## config.mk

```make
export PLATFORM = sky130hd
export DESIGN_NAME = http_get_request_parser
export DESIGN_NICKNAME = d
export VERILOG_FILES = /design/src/sv/hgp_pkg.sv /design/src/sv/http_get_request_parser.sv /design/src/sv/hgp_step.sv /design/src/sv/hgp_out_fifo.sv
export VERILOG_INCLUDE_DIRS = /design/src /design/src/sv
export SDC_FILE = /design/constraint.sdc
export NUM_CORES = 1
export LEC_CHECK = 0
export BUFFER_PORTS_ARGS = -buffer_cell sky130_fd_sc_hd__buf_2
export CORE_UTILIZATION = 40
export DETAILED_ROUTE_END_ITERATION = 16
export GPL_TIMING_DRIVEN = 0
export RECOVER_POWER = 100
export SYNTH_ARGS = -nofsm -noshare
export SYNTH_HDL_FRONTEND = slang
export SYNTH_SLANG_ARGS = --single-unit
export TNS_END_PERCENT = 50
```

## constraint.sdc

```tcl
create_clock -name clock -period 4.78 [get_ports clock]
set_input_delay 0.478 -clock clock [delete_from_list [all_inputs] [get_ports clock]]
set_output_delay 0.478 -clock clock [all_outputs]
set_load 0.01 [all_outputs]
```

## src/sv/assert_macros.svh

```systemverilog
// Assertion macros used by the parser's top-level RTL file.
// Depends on nothing; the assertions compile away when SYNTHESIS is defined.
`ifndef ASSERT_MACROS_SVH
`define ASSERT_MACROS_SVH
`ifndef SYNTHESIS
`define HGP_ASSERT_IMPLY(lbl, clk, rst, pre, post, msg) \
   lbl: assert property (@(posedge clk) disable iff (rst) (pre) |-> (post)) else $error(msg);
`define HGP_ASSERT_NEXT(lbl, clk, rst, pre, post, msg) \
   lbl: assert property (@(posedge clk) disable iff (rst) (pre) |=> (post)) else $error(msg);
`else
`define HGP_ASSERT_IMPLY(lbl, clk, rst, pre, post, msg)
`define HGP_ASSERT_NEXT(lbl, clk, rst, pre, post, msg)
`endif
`endif

```

## src/sv/hgp_pkg.sv

```systemverilog
// Types, codes and character tables for the HTTP GET request parser.
// Depends on nothing; imported by every parser module.
package hgp_pkg;

   typedef enum logic [1:0] {
      ST_MORE = 2'd0,
      ST_GET  = 2'd1,
      ST_BAD  = 2'd2
   } status_type;

   typedef enum logic [2:0] {
      POS_METHOD  = 3'd0,
      POS_GAP1    = 3'd1,
      POS_URL     = 3'd2,
      POS_GAP2    = 3'd3,
      POS_VERSION = 3'd4,
      POS_DEAD    = 3'd5
   } field_pos_type;

   typedef enum logic [1:0] {
      URL_UNDECIDED = 2'd0,
      URL_OK        = 2'd1,
      URL_PREFIX    = 2'd2,
      URL_BAD       = 2'd3
   } url_mode_type;

   localparam logic [7:0] CHR_NUL   = 8'h00;
   localparam logic [7:0] CHR_TAB   = 8'h09;
   localparam logic [7:0] CHR_LF    = 8'h0A;
   localparam logic [7:0] CHR_CR    = 8'h0D;
   localparam logic [7:0] CHR_SPACE = 8'h20;
   localparam logic [7:0] CHR_SLASH = 8'h2F;
   localparam logic [7:0] CHR_LOW_H = 8'h68;

   localparam logic [3:0] METHOD_LEN  = 4'd3;
   localparam logic [3:0] SCHEME_LEN  = 4'd7;
   localparam logic [3:0] VERSION_LEN = 4'd8;

   typedef struct packed {
      logic          phase;
      status_type    final_status;
      logic          cr_pending;
      field_pos_type field_position;
      logic [3:0]    match_count;
      logic          field_mismatch;
      url_mode_type  url_mode;
      logic          line_is_empty;
      logic          line_cut;
   } parse_state_type;

   typedef struct packed {
      status_type status;
      logic       line_done;
   } result_type;

   function automatic logic [7:0] fold_case(input logic [7:0] c);
      if (c >= 8'h41 && c <= 8'h5A) begin
         return 8'(c + 8'd32);
      end
      return c;
   endfunction

   function automatic logic is_blank(input logic [7:0] c);
      return (c == CHR_SPACE) || (c == CHR_TAB);
   endfunction

   function automatic logic [7:0] method_char(input logic [3:0] idx);
      case (idx)
         4'd0:    return 8'h67;
         4'd1:    return 8'h65;
         4'd2:    return 8'h74;
         default: return 8'h00;
      endcase
   endfunction

   function automatic logic [7:0] scheme_char(input logic [3:0] idx);
      case (idx)
         4'd0:    return 8'h68;
         4'd1:    return 8'h74;
         4'd2:    return 8'h74;
         4'd3:    return 8'h70;
         4'd4:    return 8'h3A;
         4'd5:    return 8'h2F;
         4'd6:    return 8'h2F;
         default: return 8'h00;
      endcase
   endfunction

   function automatic logic [7:0] version_char(input logic [3:0] idx);
      case (idx)
         4'd0:    return 8'h68;
         4'd1:    return 8'h74;
         4'd2:    return 8'h74;
         4'd3:    return 8'h70;
         4'd4:    return 8'h2F;
         4'd5:    return 8'h31;
         4'd6:    return 8'h2E;
         4'd7:    return 8'h31;
         default: return 8'h00;
      endcase
   endfunction

endpackage

```

## src/sv/http_get_request_parser.sv

```systemverilog
// Top level of the HTTP GET request parser: parse state registers and channels.
// Depends on hgp_pkg, hgp_step, hgp_out_fifo and assert_macros.svh.
//
// The request channel carries one byte per transfer in req_tdata; req_tuser high
// restarts the parser for a new request and its data byte is ignored. Every
// request transfer yields exactly one result transfer: rsp_tdata holds the
// status (need more bytes, complete GET request, bad request) and rsp_tlast is
// high when that byte was the LF closing a CR LF line.
// One byte is taken every cycle while the result buffer has room. The parse
// state is updated and the result is written into the buffer at the transfer edge.
// Results wait in a two-entry buffer; while the receiver stalls the block keeps
// taking bytes until both entries are full, and then holds req_tready low.
// Synchronous reset returns the parser to the start of a request line with a
// pending status and empties the result buffer.
`include "assert_macros.svh"
module http_get_request_parser import hgp_pkg::*; (
   input  logic       clock,
   input  logic       reset,
   input  logic       req_tvalid,
   output logic       req_tready,
   input  logic [7:0] req_tdata,  // [7:0] data_byte
   input  logic       req_tuser,  // [0] kind
   output logic       rsp_tvalid,
   input  logic       rsp_tready,
   output logic [7:0] rsp_tdata,  // [1:0] status, [7:2] zero
   output logic       rsp_tlast   // line_done
);

   parse_state_type state_ff, state_in;
   result_type      step_result;
   result_type      rsp_result;
   logic            can_push;
   logic            in_fire;

   assign req_tready = can_push;
   assign in_fire    = req_tvalid && req_tready;

   hgp_step u_step (
      .cur       (state_ff),
      .restart   (req_tuser),
      .data_byte (req_tdata),
      .nxt       (state_in),
      .result    (step_result)
   );

   always_ff @(posedge clock) begin
      if (reset) begin
         state_ff.phase          <= 1'b0;
         state_ff.final_status   <= ST_MORE;
         state_ff.cr_pending     <= 1'b0;
         state_ff.field_position <= POS_METHOD;
         state_ff.match_count    <= 4'd0;
         state_ff.field_mismatch <= 1'b0;
         state_ff.url_mode       <= URL_UNDECIDED;
         state_ff.line_is_empty  <= 1'b1;
         state_ff.line_cut       <= 1'b0;
      end else if (in_fire) begin
         state_ff <= state_in;
      end
   end

   hgp_out_fifo u_out_fifo (
      .clock     (clock),
      .reset     (reset),
      .push      (in_fire),
      .push_data (step_result),
      .can_push  (can_push),
      .pop_valid (rsp_tvalid),
      .pop_data  (rsp_result),
      .pop       (rsp_tready)
   );

   assign rsp_tdata = {6'd0, rsp_result.status};
   assign rsp_tlast = rsp_result.line_done;

   `HGP_ASSERT_NEXT(a_final_sticky, clock, reset, in_fire && !req_tuser && state_ff.final_status != ST_MORE, $stable(state_ff.final_status), "final status changed without a restart")
   `HGP_ASSERT_IMPLY(a_cr_only_pending, clock, reset, state_ff.cr_pending, state_ff.final_status == ST_MORE, "CR pending after a final status")
   `HGP_ASSERT_NEXT(a_restart_clears, clock, reset, in_fire && req_tuser, !state_ff.phase && state_ff.final_status == ST_MORE && !state_ff.cr_pending, "restart did not clear the parser")

endmodule

```

## src/sv/hgp_step.sv

```systemverilog
// Next-state and result logic of the parser for one transfer.
// Depends on hgp_pkg; purely combinational.
module hgp_step import hgp_pkg::*; (
   input  parse_state_type cur,
   input  logic            restart,
   input  logic [7:0]      data_byte,
   output parse_state_type nxt,
   output result_type      result
);

   always_comb begin
      logic [7:0]   lc;
      logic [3:0]   mc;
      url_mode_type um;
      logic         done;

      nxt  = cur;
      done = 1'b0;
      lc   = fold_case(data_byte);
      mc   = cur.match_count;
      um   = cur.url_mode;

      if (restart) begin
         nxt.phase          = 1'b0;
         nxt.final_status   = ST_MORE;
         nxt.cr_pending     = 1'b0;
         nxt.field_position = POS_METHOD;
         nxt.match_count    = 4'd0;
         nxt.field_mismatch = 1'b0;
         nxt.url_mode       = URL_UNDECIDED;
         nxt.line_is_empty  = 1'b1;
         nxt.line_cut       = 1'b0;
      end else if (cur.final_status == ST_MORE) begin
         if (cur.cr_pending) begin
            nxt.cr_pending = 1'b0;
            if (data_byte == CHR_LF) begin
               done = 1'b1;
               if (!cur.phase) begin
                  if (cur.field_position == POS_VERSION && cur.match_count == VERSION_LEN
                      && !cur.field_mismatch) begin
                     nxt.phase = 1'b1;
                  end else begin
                     nxt.final_status = ST_BAD;
                  end
               end else if (cur.line_is_empty) begin
                  nxt.final_status = ST_GET;
               end
               nxt.field_position = POS_METHOD;
               nxt.match_count    = 4'd0;
               nxt.field_mismatch = 1'b0;
               nxt.url_mode       = URL_UNDECIDED;
               nxt.line_is_empty  = 1'b1;
               nxt.line_cut       = 1'b0;
            end else begin
               nxt.final_status = ST_BAD;
            end
         end else if (data_byte == CHR_CR) begin
            nxt.cr_pending = 1'b1;
         end else if (data_byte == CHR_LF) begin
            nxt.final_status = ST_BAD;
         end else if (!cur.line_cut) begin
            if (data_byte == CHR_NUL) begin
               nxt.line_cut = 1'b1;
            end else begin
               nxt.line_is_empty = 1'b0;
               if (!cur.phase) begin
                  if (cur.field_position == POS_GAP1) begin
                     mc = 4'd0;
                     um = URL_UNDECIDED;
                  end
                  if (cur.field_position == POS_GAP2) begin
                     mc = 4'd0;
                  end
                  unique case (cur.field_position)
                     POS_METHOD: begin
                        if (is_blank(data_byte)) begin
                           nxt.field_position = (mc == METHOD_LEN && !cur.field_mismatch)
                                                ? POS_GAP1 : POS_DEAD;
                        end else if (mc < METHOD_LEN && lc == method_char(mc)) begin
                           nxt.match_count = 4'(mc + 4'd1);
                        end else begin
                           nxt.field_mismatch = 1'b1;
                        end
                     end
                     POS_GAP1, POS_URL: begin
                        if (cur.field_position == POS_URL && is_blank(data_byte)) begin
                           nxt.field_position = (um == URL_OK) ? POS_GAP2 : POS_DEAD;
                        end else if (!is_blank(data_byte)) begin
                           nxt.field_position = POS_URL;
                           nxt.match_count    = mc;
                           nxt.url_mode       = um;
                           if (um == URL_UNDECIDED) begin
                              if (data_byte == CHR_SLASH) begin
                                 nxt.url_mode = URL_OK;
                              end else if (lc == CHR_LOW_H) begin
                                 nxt.url_mode    = URL_PREFIX;
                                 nxt.match_count = 4'd1;
                              end else begin
                                 nxt.url_mode = URL_BAD;
                              end
                           end else if (um == URL_PREFIX) begin
                              if (mc < SCHEME_LEN) begin
                                 if (lc == scheme_char(mc)) begin
                                    nxt.match_count = 4'(mc + 4'd1);
                                 end else begin
                                    nxt.url_mode = URL_BAD;
                                 end
                              end else if (data_byte == CHR_SLASH) begin
                                 nxt.url_mode = URL_OK;
                              end
                           end
                        end
                     end
                     POS_GAP2, POS_VERSION: begin
                        if (cur.field_position == POS_VERSION || !is_blank(data_byte)) begin
                           nxt.field_position = POS_VERSION;
                           nxt.match_count    = mc;
                           if (cur.field_position == POS_GAP2) begin
                              nxt.field_mismatch = 1'b0;
                           end
                           if (mc < VERSION_LEN && lc == version_char(mc)) begin
                              nxt.match_count = 4'(mc + 4'd1);
                           end else begin
                              nxt.field_mismatch = 1'b1;
                           end
                        end
                     end
                     POS_DEAD: begin
                     end
                     default: begin
                     end
                  endcase
               end
            end
         end
      end

      result.status    = nxt.final_status;
      result.line_done = done;
   end

endmodule

```

## src/sv/hgp_out_fifo.sv

```systemverilog
// Two-entry result buffer between the parser and the result channel.
// Depends on hgp_pkg for the result type.
module hgp_out_fifo import hgp_pkg::*; (
   input  logic       clock,
   input  logic       reset,
   input  logic       push,
   input  result_type push_data,
   output logic       can_push,
   output logic       pop_valid,
   output result_type pop_data,
   input  logic       pop
);

   result_type mem_ff [2];
   logic       wr_ptr_ff, wr_ptr_in;
   logic       rd_ptr_ff, rd_ptr_in;
   logic [1:0] count_ff, count_in;
   logic       do_pop;

   assign can_push  = (count_ff != 2'd2);
   assign pop_valid = (count_ff != 2'd0);
   assign pop_data  = mem_ff[rd_ptr_ff];
   assign do_pop    = pop && pop_valid;

   always_comb begin
      wr_ptr_in = push ? ~wr_ptr_ff : wr_ptr_ff;
      rd_ptr_in = do_pop ? ~rd_ptr_ff : rd_ptr_ff;
      count_in  = 2'(count_ff + {1'b0, push} - {1'b0, do_pop});
   end

   always_ff @(posedge clock) begin
      if (reset) begin
         wr_ptr_ff <= 1'b0;
         rd_ptr_ff <= 1'b0;
         count_ff  <= 2'd0;
      end else begin
         wr_ptr_ff <= wr_ptr_in;
         rd_ptr_ff <= rd_ptr_in;
         count_ff  <= count_in;
      end
   end

   always_ff @(posedge clock) begin
      if (push) begin
         mem_ff[wr_ptr_ff] <= push_data;
      end
   end

endmodule
```

==> key figures <==
Routing
  • Initial DRC count: 224
  • Detail Route Antenna Nets: 0
  • Routed wire length: 7.67 mm
  • WL per Instance: 17.0 um
  • Vias: 2748
  • First drt pass iteration count: 5
  • DRC Markers: 0
  • Via/cell ratio: 6.09

Clock network
  • Clk pin slew, worst setup/hold paths: 0.10 ns
  • CTS hold repair buffers: 0
  • Post-CTS Repair Setup Buffers: 0
  • H-tree depth: 1
  • Longest Clk Path Bufs: 2
  • Clock latency on the worst-skew pair: 0.28 ns
  • CTS root buffer: clkbuf_8
  • Cts bufs inserted: 3
  • Post-CTS resize count: 0
  • CTS tree: yes
  • CTS Sinks: 27

Critical path
  • Crit path launch type: primary input
  • Critical path type: primary input to register
  • Worst r2r path cells: 10
  • Data arrival time of the worst path: 3.72 ns
  • Critical path launch point: req_tdata[5]
  • CP Capture Type: register
  • R2R Setup Slk: 1.45 ns
  • Required @ worst endpoint: 4.96 ns
  • R2R Path Start: state_ff[5]
  • Crit path max fanout: 9

Hold path
  • Worst hold start: state_ff[1]
  • Hold depth: 2
  • Hold crit path type: register to register

Finish
  • Final #Nets: 393
  • Layout cells sized above 1: 10.6%
  • Fin util: 45.6%
  • Syn-to-layout area delta: 7.50%
  • Fillers: 676
  • ANT cells: 0

STA
  • Final hold vios: 0
  • Fin crit share: 74.0%
  • Actual slew at the worst max-slew pin: 0.820 ns
  • Min Hold Slack: 0.482 ns
  • Slew margin rel.: 45.1%
  • Minimum clock period: 3.53 ns
  • Clock skew: 0.00407 ns
  • Max Slew Vio Count: 0
  • Final setup viols: 0
  • RSZ-0062 raised after global routing: false
  • Setup slack after layout: 1.25 ns
  • Fmax: 283 MHz
  • Setup_tns: 0 ns

Synthesis
  • FF+latch count, synth: 27
  • Synth Flop Type: dfxtp_1
  • Largest area contributor in the netlist: dfxtp_1
  • EDFF count, synth: 6
  • Post-synth top area share: 16.2%
  • Post-synthesis cell count: 352
  • Most common cell in the synthesized netlist: nor2_1
  • FFs w/ async S/R, synth: 0%
  • Cell variety after synth: 72
  • Sequential area share after synthesis: 23.2%
  • Mean Syn Cell Area: 7.35 um2
  • Synth cell count leaders: nor2_1 (36), nand2_1 (30), a21oi_1 (25)
  • Mapped cell area: 2590 um2
  • Largest cells by area after synthesis: dfxtp_1 (16%), edfxtp_1 (7.0%), nor2_1 (5.2%), a21oi_1 (4.8%), nand2_1 (4.4%)
  • Yosys warning count: 0

Floorplanning
  • Starting Density: 42.4%
  • Die Ht: 82.4 um
  • Rows: 28
  • Core area: 6100 um2
  • Die area: 6790 um2
  • Die width: 82.4 um
  • IO Count: 24

GRT
  • Largest net degree at the start of global routing: 17
  • Antenna violations before repair: 0
  • GRT overflow: 0
  • First-pass GRT wire length: 12.8 mm
  • Vias in the first global route: 2532
  • Global Route Usage Sum: 25.1%

Job
  • Max cap viols: 0

Placement
  • DP HPWL: 5.90 mm
  • PortBufs: 15
  • Pre-CTS WS: 1.60 ns
  • Routability congestion estimate: 0.934

Outcome
  • Status: complete, no violations

Power and ir drop
  • Peak supply drop: 0.000170 V
  • Leak: 0.000989 uW
  • Pwr per Cell Area: 280 nW/um2
## sequential cells by signal, summed over array words and instances (netlist names), named ones only
| register | cells |
|---|---|
| state_ff | 16 |
| u_out_fifo.mem_ff | 6 |
| u_out_fifo.count_ff | 2 |
| u_out_fifo.rd_ptr_ff | 1 |
| u_out_fifo.wr_ptr_ff | 1 |
## critical path, cell delays in order
cell      delay, ns
clkbuf_1       0.08
clkbuf_1       0.19
or4_1          0.66
nor4_1         0.67
nor3b_1        0.10
a211o_1        0.38
a21o_1         0.26
nor2_1         0.44
mux2i_1        0.15
a311oi_1       0.31
## per-layer routing
layer | up-vias | part of all wire (%) | GRT usage (%)
li1 | 1334 | - | -
met2 | 110 | 45 | 40.2
met4 | 0 | 1.6 | 4.74
met1 | 1290 | 46 | 35.3
met5 | - | 0 | 0
met3 | 14 | 7.1 | 4.40
## layout make-up
type / instances / area (um2) / share of cell area, %
timing repair buffer: 15 / 66.3 / 2.38
buffer: 34 / 169 / 6.07
inverter: 13 / 48.8 / 1.75
tap: 75 / 93.8 / 3.37
sequential: 27 / 601 / 21.6
multi-input combinational: 283 / 1750 / 63.1
clock inverter: 1 / 7.51 / 0.270
clock buffer: 3 / 41.3 / 1.48
## placed cells by master, fill, tap and decap left out, types with 4 or more instances in the layout
cell      count
buf_2        14
xnor2_1      12
dfxtp_1      21
o21ai_0      11
nor4_1        7
nand3_1      13
clkbuf_1     24
a211oi_1      4
buf_4         7
nand2_1      30
or3_1         5
or4_1         5
o32ai_1       4
nor4b_1       4
nor2b_1       6
nor3_1       18
o211ai_1      6
nand4_1       5
inv_1        13
nor2_1       37
a21oi_1      25
nand2b_1      4
conb_1        6
a21o_1        5
edfxtp_1      6
a31oi_1       5
## path summary, 6_finish.rpt
| check | to |
|---|---|
| setup reg to reg | state_ff[5] |
| hold / removal | state_ff[1] |
| setup / recovery | state_ff[5] |
| hold reg to reg | state_ff[1] |
## report_power, final
group	total (uW)	internal [uW]	switching, uW
clock network	140	59.4	80.6
registers	288	267	20.9
logic	350	139	211
total	778	466	312
## cell families after synthesis
group                    after synthesis  synth area share, %
XOR/XNOR                              16                 5.71
adder cells (fa/ha/maj)                3                 1.45
other                                  1                0.145
AO/OA/AOI/OAI                         95                 25.6
multiplexers                           6                 2.47
flip-flops                            27                 23.2
buffers and inverters                 47                 8.41
AND/OR/NAND/NOR                      157                 33.0
## metrics by stage
| step | area, um2 | total power [uW] | instances |
|---|---|---|---|
| 2_1_floorplan | 2610 | 559 | 357 |
| 3_3_place_gp | 2780 | 647 | 447 |
| 3_5_place_dp | 2780 | 648 | 447 |
| 4_1_cts | 2820 | 790 | 451 |
| 5_1_grt | 2780 | 845 | 451 |
| 6_report | 2780 | 778 | 451 |
(Power assumes the default switching activity.)
